File: src/design/assert_macros.svh
// Assertion macros shared by the RTL of the box suppression block.
`ifndef ASSERT_MACROS_SVH
`define ASSERT_MACROS_SVH

// Checks that an expression holds at every clock edge outside reset.
`define GBS_ASSERT(lbl, expr, msg) \
	lbl: assert property (@(posedge clk) disable iff (!arst_n) (expr)) else $error(msg);

// Checks that a condition implies another in the same cycle.
`define GBS_IMPLY(lbl, ante, cons, msg) \
	lbl: assert property (@(posedge clk) disable iff (!arst_n) (ante) |-> (cons)) else $error(msg);

// Checks that a condition implies another in the next cycle.
`define GBS_NEXT(lbl, ante, cons, msg) \
	lbl: assert property (@(posedge clk) disable iff (!arst_n) (ante) |=> (cons)) else $error(msg);

`endif

File: src/design/gbs_pkg.sv
// Shared constants and types of the greedy box suppression block.
package gbs_pkg;

	// Default sizes.
	localparam int unsigned MAX_KEPT_DEF   = 64;
	localparam int unsigned COORD_BITS_DEF = 12;

	// Fixed field widths.
	localparam int unsigned TAG_W        = 4;
	localparam int unsigned PCT_W        = 7;
	localparam int unsigned KEPT_TOTAL_W = 7;
	localparam int unsigned CFG_IDX_W    = 1;
	localparam int unsigned CFG_DATA_W   = 7;

	// Thresholds are percentages, so ratios are compared against inter * 100.
	localparam int unsigned PCT_SCALE = 100;

	// Threshold values after reset.
	localparam logic [PCT_W-1:0] IOU_THR_RST = 7'd30;
	localparam logic [PCT_W-1:0] IOM_THR_RST = 7'd60;

	// Configuration register indexes.
	localparam logic [CFG_IDX_W-1:0] REG_IOU_THR = 1'b0;
	localparam logic [CFG_IDX_W-1:0] REG_IOM_THR = 1'b1;

	// Suppression flag that travels along the chain of cells.
	typedef struct packed {
		logic vld;
		logic supp;
	} flag_t;

endpackage

File: src/design/gbs_cell.sv
// One cell of the chain: holds a kept box and compares each passing candidate with it.
module gbs_cell #(
	parameter int unsigned COORD_BITS = gbs_pkg::COORD_BITS_DEF
) (
	input  logic                                         clk,
	input  logic                                         arst_n,
	input  logic [gbs_pkg::PCT_W-1:0]                    iou_thr,
	input  logic [gbs_pkg::PCT_W-1:0]                    iom_thr,
	input  logic                                         occupied,
	input  logic                                         store_en,
	input  logic [4*COORD_BITS+gbs_pkg::TAG_W-1:0]       wr_box,
	input  logic [2*COORD_BITS-1:0]                      wr_area,
	input  logic [4*COORD_BITS+gbs_pkg::TAG_W-1:0]       prev_box,
	input  logic [2*COORD_BITS-1:0]                      prev_area,
	input  gbs_pkg::flag_t                               prev_flag,
	output logic [4*COORD_BITS+gbs_pkg::TAG_W-1:0]       next_box,
	output logic [2*COORD_BITS-1:0]                      next_area,
	output gbs_pkg::flag_t                               next_flag
);
	import gbs_pkg::*;

	localparam int unsigned BOX_W  = 4*COORD_BITS + TAG_W;
	localparam int unsigned AREA_W = 2*COORD_BITS;
	localparam int unsigned UNI_W  = AREA_W + 1;
	localparam int unsigned PROD_W = UNI_W + PCT_W;

	logic [BOX_W-1:0]      box_q;
	logic [AREA_W-1:0]     area_q;
	logic [BOX_W-1:0]      cand_box_q;
	logic [AREA_W-1:0]     cand_area_q;
	flag_t                 flag_q;

	logic [COORD_BITS-1:0] kx0, ky0, kx1, ky1;
	logic [COORD_BITS-1:0] nx0, ny0, nx1, ny1;
	logic [TAG_W-1:0]      ktag, ntag;
	logic [COORD_BITS-1:0] lx, rx, ty, by;
	logic [COORD_BITS-1:0] iw, ih;

	logic [AREA_W-1:0]     inter_s1;
	logic                  match_s1;

	logic [AREA_W-1:0]     amin;
	logic [UNI_W-1:0]      uni;

	logic [PROD_W-1:0]     lhs_s2;
	logic [PROD_W-1:0]     iom_prod_s2;
	logic [PROD_W-1:0]     iou_prod_s2;
	logic                  amin_nz_s2;
	logic                  uni_nz_s2;
	logic                  match_s2;
	logic                  hit;

	// Stored kept box; written when the block keeps a box for this slot.
	always_ff @(posedge clk) begin
		if (store_en) begin
			box_q  <= wr_box;
			area_q <= wr_area;
		end
	end

	// The candidate moves on to the neighbor every cycle.
	always_ff @(posedge clk) begin
		cand_box_q  <= prev_box;
		cand_area_q <= prev_area;
	end

	assign next_box  = cand_box_q;
	assign next_area = cand_area_q;

	// Unpack the stored box and the incoming candidate.
	assign kx0  = box_q[COORD_BITS-1:0];
	assign ky0  = box_q[2*COORD_BITS-1:COORD_BITS];
	assign kx1  = box_q[3*COORD_BITS-1:2*COORD_BITS];
	assign ky1  = box_q[4*COORD_BITS-1:3*COORD_BITS];
	assign ktag = box_q[BOX_W-1:4*COORD_BITS];
	assign nx0  = prev_box[COORD_BITS-1:0];
	assign ny0  = prev_box[2*COORD_BITS-1:COORD_BITS];
	assign nx1  = prev_box[3*COORD_BITS-1:2*COORD_BITS];
	assign ny1  = prev_box[4*COORD_BITS-1:3*COORD_BITS];
	assign ntag = prev_box[BOX_W-1:4*COORD_BITS];

	// First stage: overlap rectangle; inverted edges give a zero span.
	always_comb begin
		lx = (kx0 > nx0) ? kx0 : nx0;
		rx = (kx1 < nx1) ? kx1 : nx1;
		ty = (ky0 > ny0) ? ky0 : ny0;
		by = (ky1 < ny1) ? ky1 : ny1;
		iw = (rx > lx) ? (rx - lx) : '0;
		ih = (by > ty) ? (by - ty) : '0;
	end

	always_ff @(posedge clk) begin
		inter_s1 <= AREA_W'(iw) * AREA_W'(ih);
		match_s1 <= occupied && (ktag == ntag);
	end

	// Second stage: denominators and the threshold products.
	always_comb begin
		amin = (area_q < cand_area_q) ? area_q : cand_area_q;
		uni  = UNI_W'(area_q) + UNI_W'(cand_area_q) - UNI_W'(inter_s1);
	end

	always_ff @(posedge clk) begin
		lhs_s2      <= PROD_W'(inter_s1) * PROD_W'(PCT_SCALE);
		iom_prod_s2 <= PROD_W'(iom_thr) * PROD_W'(amin);
		iou_prod_s2 <= PROD_W'(iou_thr) * PROD_W'(uni);
		amin_nz_s2  <= (amin != '0);
		uni_nz_s2   <= (uni != '0);
		match_s2    <= match_s1;
	end

	// Third stage: a zero denominator never suppresses through its ratio.
	assign hit = match_s2 &&
		((amin_nz_s2 && (lhs_s2 >= iom_prod_s2)) ||
		 (uni_nz_s2 && (lhs_s2 >= iou_prod_s2)));

	// Fold this cell's verdict into the flag and hand it on.
	always_ff @(posedge clk or negedge arst_n) begin
		if (!arst_n) begin
			flag_q.vld  <= 1'b0;
			flag_q.supp <= 1'b0;
		end else begin
			flag_q.vld  <= prev_flag.vld;
			flag_q.supp <= prev_flag.supp | (prev_flag.vld & hit);
		end
	end

	assign next_flag = flag_q;

endmodule

File: config.mk
export PLATFORM = sky130hd
export DESIGN_NAME = gbs_cell
export DESIGN_NICKNAME = d
export VERILOG_FILES = /design/src/design/assert_macros.svh /design/src/design/gbs_pkg.sv /design/src/design/gbs_cell.sv
export SDC_FILE = /design/constraint.sdc
export NUM_CORES = 2
export LEC_CHECK = 0
export ABC_CLOCK_PERIOD_IN_PS = 13250
export BUFFER_PORTS_ARGS = -buffer_cell sky130_fd_sc_hd__buf_2
export CORE_AREA = 2 2 239 241
export CTS_CLUSTER_DIAMETER = 30
export DETAILED_ROUTE_END_ITERATION = 10
export DIE_AREA = 0 0 241 243
export MAX_ROUTING_LAYER = met4
export PLACE_DENSITY = 0.74
export SYNTH_ARGS = -nofsm -noshare
export SYNTH_HDL_FRONTEND = slang
export SYNTH_SLANG_ARGS = --single-unit
File: constraint.sdc
create_clock -name clk -period 13.25 [get_ports clk]
set_input_delay 2.65 -clock clk [delete_from_list [all_inputs] [get_ports clk]]
set_output_delay 2.65 -clock clk [all_outputs]
set_load 0.02 [all_outputs]
==> impl_metrics.xml <==
<?xml version="1.0" encoding="UTF-8"?>
<metrics>
  <group name="sta">
    <metric name="fin_crit_share" unit="">0.943</metric>
    <metric name="rsz0062_at_grt" unit="">false</metric>
    <metric name="final_period_minus_worst_setup_slack" unit="ns">12.49</metric>
    <metric name="finalHoldViolCount" unit="">0</metric>
    <metric name="setup_viol_count_final" unit="">0</metric>
    <metric name="setup_total_negative_slack" unit="ns">0</metric>
    <metric name="pins_over_their_slew_limit" unit="">0</metric>
    <metric name="fin_worst_skew" unit="ns">0.0221</metric>
    <metric name="transition_time_at_the_pin_with_the_least_slew_margin" unit="ns">1.15</metric>
    <metric name="clock.fmax" unit="MHz">80.0</metric>
    <metric name="timing.slew.headroom" unit="">0.232</metric>
  </group>
  <group name="placed_design">
    <metric name="placement.cell_area" unit="sq um">32600</metric>
    <metric name="place_congestion" unit="">0.943</metric>
    <metric name="placement.io_buffers" unit="">249</metric>
    <metric name="dp_hpwl" unit="um">60300</metric>
  </group>
  <group name="global_routing">
    <metric name="track_usage" unit="">0.270</metric>
    <metric name="grt_pass1_wl" unit="um">122000</metric>
    <metric name="number_of_global_route_vias_before_repair" unit="">24400</metric>
    <metric name="antenna_found_initial" unit="">2</metric>
    <metric name="grt_start_max_net_pins" unit="">58</metric>
    <metric name="gr-total-overflow" unit="">0</metric>
  </group>
  <group name="critical_path">
    <metric name="timing.critical_path.buf_inv" unit="">6</metric>
    <metric name="r2r_start" unit="">box_q[37]</metric>
    <metric name="path_class" unit="">in2reg</metric>
    <metric name="cpPeakStageDelay" unit="ns">0.90</metric>
    <metric name="critical_path_peak_fanout" unit="">12</metric>
    <metric name="critical_path.startpoint_type" unit="">primary input</metric>
    <metric name="worst-endpoint-arrival" unit="ns">12.96</metric>
    <metric name="worst_path_most_repeated_cell" unit="">sky130_fd_sc_hd__fa_1</metric>
    <metric name="reg2reg_setup_slack" unit="ns">2.53</metric>
    <metric name="ff2ff_path_depth" unit="">39</metric>
    <metric name="reg2reg_to" unit="">inter_s1[22]</metric>
    <metric name="crit_path_top_delay_cell" unit="">sky130_fd_sc_hd__nor4_1</metric>
    <metric name="worst_ep_required_time" unit="ns">13.72</metric>
    <metric name="cpLargestDelayFamily" unit="">compound AO/OA/AOI/OAI gates</metric>
    <metric name="crit_path_end_kind" unit="">register</metric>
  </group>
  <group name="synthesis">
    <metric name="synth_sequential_area_ratio" unit="">0.205</metric>
    <metric name="synth.distinct_cells" unit="">77</metric>
    <metric name="yosys.area_share.adder" unit="">0.411</metric>
    <metric name="synth_top_cell_area_share" unit="">0.242</metric>
    <metric name="synthesis.area" unit="sq um">30500</metric>
    <metric name="synth_top_area_cell" unit="">sky130_fd_sc_hd__fa_1</metric>
    <metric name="share_of_flip_flops_with_an_asynchronous_set_or_reset_after_synthesis" unit="">0.00730</metric>
    <metric name="syn-mean-instance-area" unit="sq um">9.25</metric>
    <metric name="fraction_of_the_mapped_netlist_area_in_compound_gates" unit="">0.0984</metric>
    <metric name="main_combinational_cell_family_by_area_after_synthesis" unit="">adder cells</metric>
    <metric name="synth_cells" unit="">3296</metric>
    <metric name="synthMuxAreaShare" unit="">0.0263</metric>
    <metric name="yosys_warnings" unit="">0</metric>
    <metric name="post_synth_and_or_nand_nor_area_fraction" unit="">0.135</metric>
    <metric name="ys_top_cells_by_area" unit="">sky130_fd_sc_hd__fa_1 (24%), sky130_fd_sc_hd__ha_1 (17%), sky130_fd_sc_hd__dfxtp_1 (13%)</metric>
    <metric name="post_synth_xor_area_fraction" unit="">0.0351</metric>
    <metric name="synth.ff_latch_count" unit="">274</metric>
    <metric name="ys_dominant_reg_cell" unit="">sky130_fd_sc_hd__dfxtp_1</metric>
    <metric name="mappedNetlistNets" unit="">4249</metric>
    <metric name="number_of_flops_mapped_to_enable_cells_by_yosys" unit="">76</metric>
  </group>
  <group name="clock_tree">
    <metric name="clock_sinks" unit="">274</metric>
    <metric name="cts_tree" unit="">done</metric>
    <metric name="clock_insertion_delay_worst_skew" unit="ns">0.59</metric>
    <metric name="post_cts_resize_count" unit="">0</metric>
    <metric name="postCtsHoldBufs" unit="">0</metric>
    <metric name="clockBufferDepth" unit="">3</metric>
    <metric name="cts.htree.levels" unit="">3</metric>
    <metric name="cts_inserted_buffers" unit="">66</metric>
    <metric name="clkSlewWorstSetupHoldPaths" unit="ns">0.04</metric>
    <metric name="cts-root-buf" unit="">sky130_fd_sc_hd__clkbuf_16</metric>
    <metric name="post_cts_setup_buffers" unit="">0</metric>
  </group>
  <group name="detailed_routing">
    <metric name="ant_nets" unit="">0</metric>
    <metric name="detailroute.via_count" unit="">23600</metric>
    <metric name="route.detailed.wl_per_inst" unit="um">16.9</metric>
    <metric name="totalWireLength" unit="um">74200</metric>
    <metric name="route.detailed.vias_per_inst" unit="">5.37</metric>
    <metric name="drt_first_iter_violations" unit="">1170</metric>
    <metric name="remaining_drc_errors" unit="">0</metric>
    <metric name="pre_antenna_drt_iters" unit="">5</metric>
  </group>
  <group name="floorplanning">
    <metric name="die-width" unit="um">241</metric>
    <metric name="die_height" unit="um">243</metric>
    <metric name="floorplan.initialDensity" unit="">0.545</metric>
    <metric name="num_rows" unit="">87</metric>
    <metric name="boundaryPins" unit="">250</metric>
    <metric name="design.die.area" unit="sq um">58600</metric>
    <metric name="area_of_the_core_region" unit="sq um">56000</metric>
  </group>
  <group name="run_status">
    <metric name="status" unit="">completed</metric>
  </group>
  <group name="finish">
    <metric name="flow.area_growth_from_synthesis" unit="%">14.1</metric>
    <metric name="layout.nets" unit="">4527</metric>
    <metric name="mostFrequentLayoutCells" unit="">sky130_fd_sc_hd__inv_1 (656), sky130_fd_sc_hd__ha_1 (413), sky130_fd_sc_hd__nand2_1 (393)</metric>
    <metric name="layout-drive-gt1-share" unit="">0.119</metric>
    <metric name="most_frequent_standard_cell_in_the_layout_excluding_fill_and_tap_cells" unit="">sky130_fd_sc_hd__inv_1</metric>
    <metric name="finish.instance_area" unit="sq um">34800</metric>
  </group>
  <group name="worst_hold_path">
    <metric name="worstHoldPathCells" unit="">0</metric>
    <metric name="hold_class" unit="">reg2reg</metric>
    <metric name="hold-path-endpoint" unit="">match_s2</metric>
    <metric name="hold_start" unit="">match_s1</metric>
  </group>
  <group name="run">
    <metric name="max_cap_violations" unit="">0</metric>
  </group>
</metrics>
[worst max path at each step]
stage,slack (ns),end,cells after the start,startpoint
final,0.76,inter_s1[22],41,prev_box[37]
after global routing,0.16,inter_s1[20],43,prev_box[37]
after CTS,0.76,inter_s1[22],41,prev_box[37]
after detailed placement,0.15,inter_s1[22],41,prev_box[37]
after global placement,0.44,inter_s1[22],41,prev_box[37]
after floorplan,1.58,inter_s1[23],45,prev_box[37]
[metrics by stage]
step                instances  setup WS [ns]  hold slack, ns  utilization
finish                   4386          0.756           0.323        0.622
detailed placement       4262          0.148           0.316        0.583
CTS                      4384          0.757           0.326        0.621
global route             4385          0.163           0.337        0.621
global placement         4262          0.435           0.310        0.583
floorplan                3296           1.58           0.310            -
[cell families (layout without fill, tap and decap cells)]
family | count (synthesis) | count (layout)
xor+xnor | 120 | 120
fa+ha+maj | 781 | 781
mux | 77 | 77
other cells | 0 | 2
flops | 274 | 274
simple gates | 871 | 871
buf+inv | 715 | 1047
compound gates | 458 | 458
[area by class of cell]
cell class                 instances  area [sq um]
clock inverter                    40           333
multi-input combinational       2307         21500
inverter                         656          2460
sequential                       274          6260
tap                              756           946
fill                            4843         21200
antenna                            2          5.00
timing repair buffer             269          1400
clock buffer                      82          1830
[flip-flops by register name, summed over array words and instances (netlist names), 2 cells and up]
name / count
next_box: 52
iom_prod_s2: 31
iou_prod_s2: 32
next_area: 24
next_flag: 2
lhs_s2: 29
box_q: 52
area_q: 24
inter_s1: 24
[metal layers]
layer / up-vias / GRT usage / routed length [um] / part of all wire
met5: - / - / 0 / 0
met4: 0 / 0.123 / 3700 / 0.050
met1: 11400 / 0.316 / 30000 / 0.40
met2: 692 / 0.455 / 36700 / 0.49
li1: 11300 / - / - / -
met3: 212 / 0.0424 / 3830 / 0.052
[synth_stat cells, types with 4 or more instances]
| library cell | number |
|---|---|
| sky130_fd_sc_hd__inv_1 | 656 |
| sky130_fd_sc_hd__ha_1 | 413 |
| sky130_fd_sc_hd__nand2_1 | 393 |
| sky130_fd_sc_hd__fa_1 | 368 |
| sky130_fd_sc_hd__dfxtp_1 | 196 |
| sky130_fd_sc_hd__a21oi_1 | 130 |
| sky130_fd_sc_hd__nor2_1 | 106 |
| sky130_fd_sc_hd__a21o_1 | 95 |
| sky130_fd_sc_hd__xnor2_1 | 82 |
| sky130_fd_sc_hd__and2_1 | 81 |
| sky130_fd_sc_hd__edfxtp_1 | 76 |
| sky130_fd_sc_hd__o21ai_0 | 64 |
| sky130_fd_sc_hd__nor3_1 | 59 |
| sky130_fd_sc_hd__clkbuf_1 | 54 |
| sky130_fd_sc_hd__mux2i_1 | 52 |
| sky130_fd_sc_hd__nand3_1 | 49 |
| sky130_fd_sc_hd__xor2_1 | 37 |
| sky130_fd_sc_hd__nor2b_1 | 35 |
| sky130_fd_sc_hd__nand2b_1 | 33 |
| sky130_fd_sc_hd__and3_1 | 31 |
| sky130_fd_sc_hd__o21a_1 | 26 |
| sky130_fd_sc_hd__mux2_2 | 25 |
| sky130_fd_sc_hd__nand4_1 | 25 |
| sky130_fd_sc_hd__o21bai_1 | 22 |
| sky130_fd_sc_hd__o21ai_1 | 18 |
| sky130_fd_sc_hd__a211oi_1 | 16 |
| sky130_fd_sc_hd__nor4_1 | 15 |
| sky130_fd_sc_hd__or3_1 | 12 |
| sky130_fd_sc_hd__o211ai_1 | 8 |
| sky130_fd_sc_hd__a21boi_0 | 6 |
| sky130_fd_sc_hd__a31oi_1 | 6 |
| sky130_fd_sc_hd__or4_1 | 6 |
| sky130_fd_sc_hd__a2111oi_0 | 5 |
| sky130_fd_sc_hd__a211o_1 | 5 |
| sky130_fd_sc_hd__a221oi_1 | 5 |
| sky130_fd_sc_hd__nor3b_1 | 5 |
| sky130_fd_sc_hd__a21boi_1 | 4 |
| sky130_fd_sc_hd__a41oi_1 | 4 |
| sky130_fd_sc_hd__and4_1 | 4 |
| sky130_fd_sc_hd__o311ai_0 | 4 |
| sky130_fd_sc_hd__o31a_1 | 4 |
| sky130_fd_sc_hd__o31ai_1 | 4 |
Power is not shown: default switching activity piles up to over one toggle a cycle in this logic, so the estimate is an artifact.
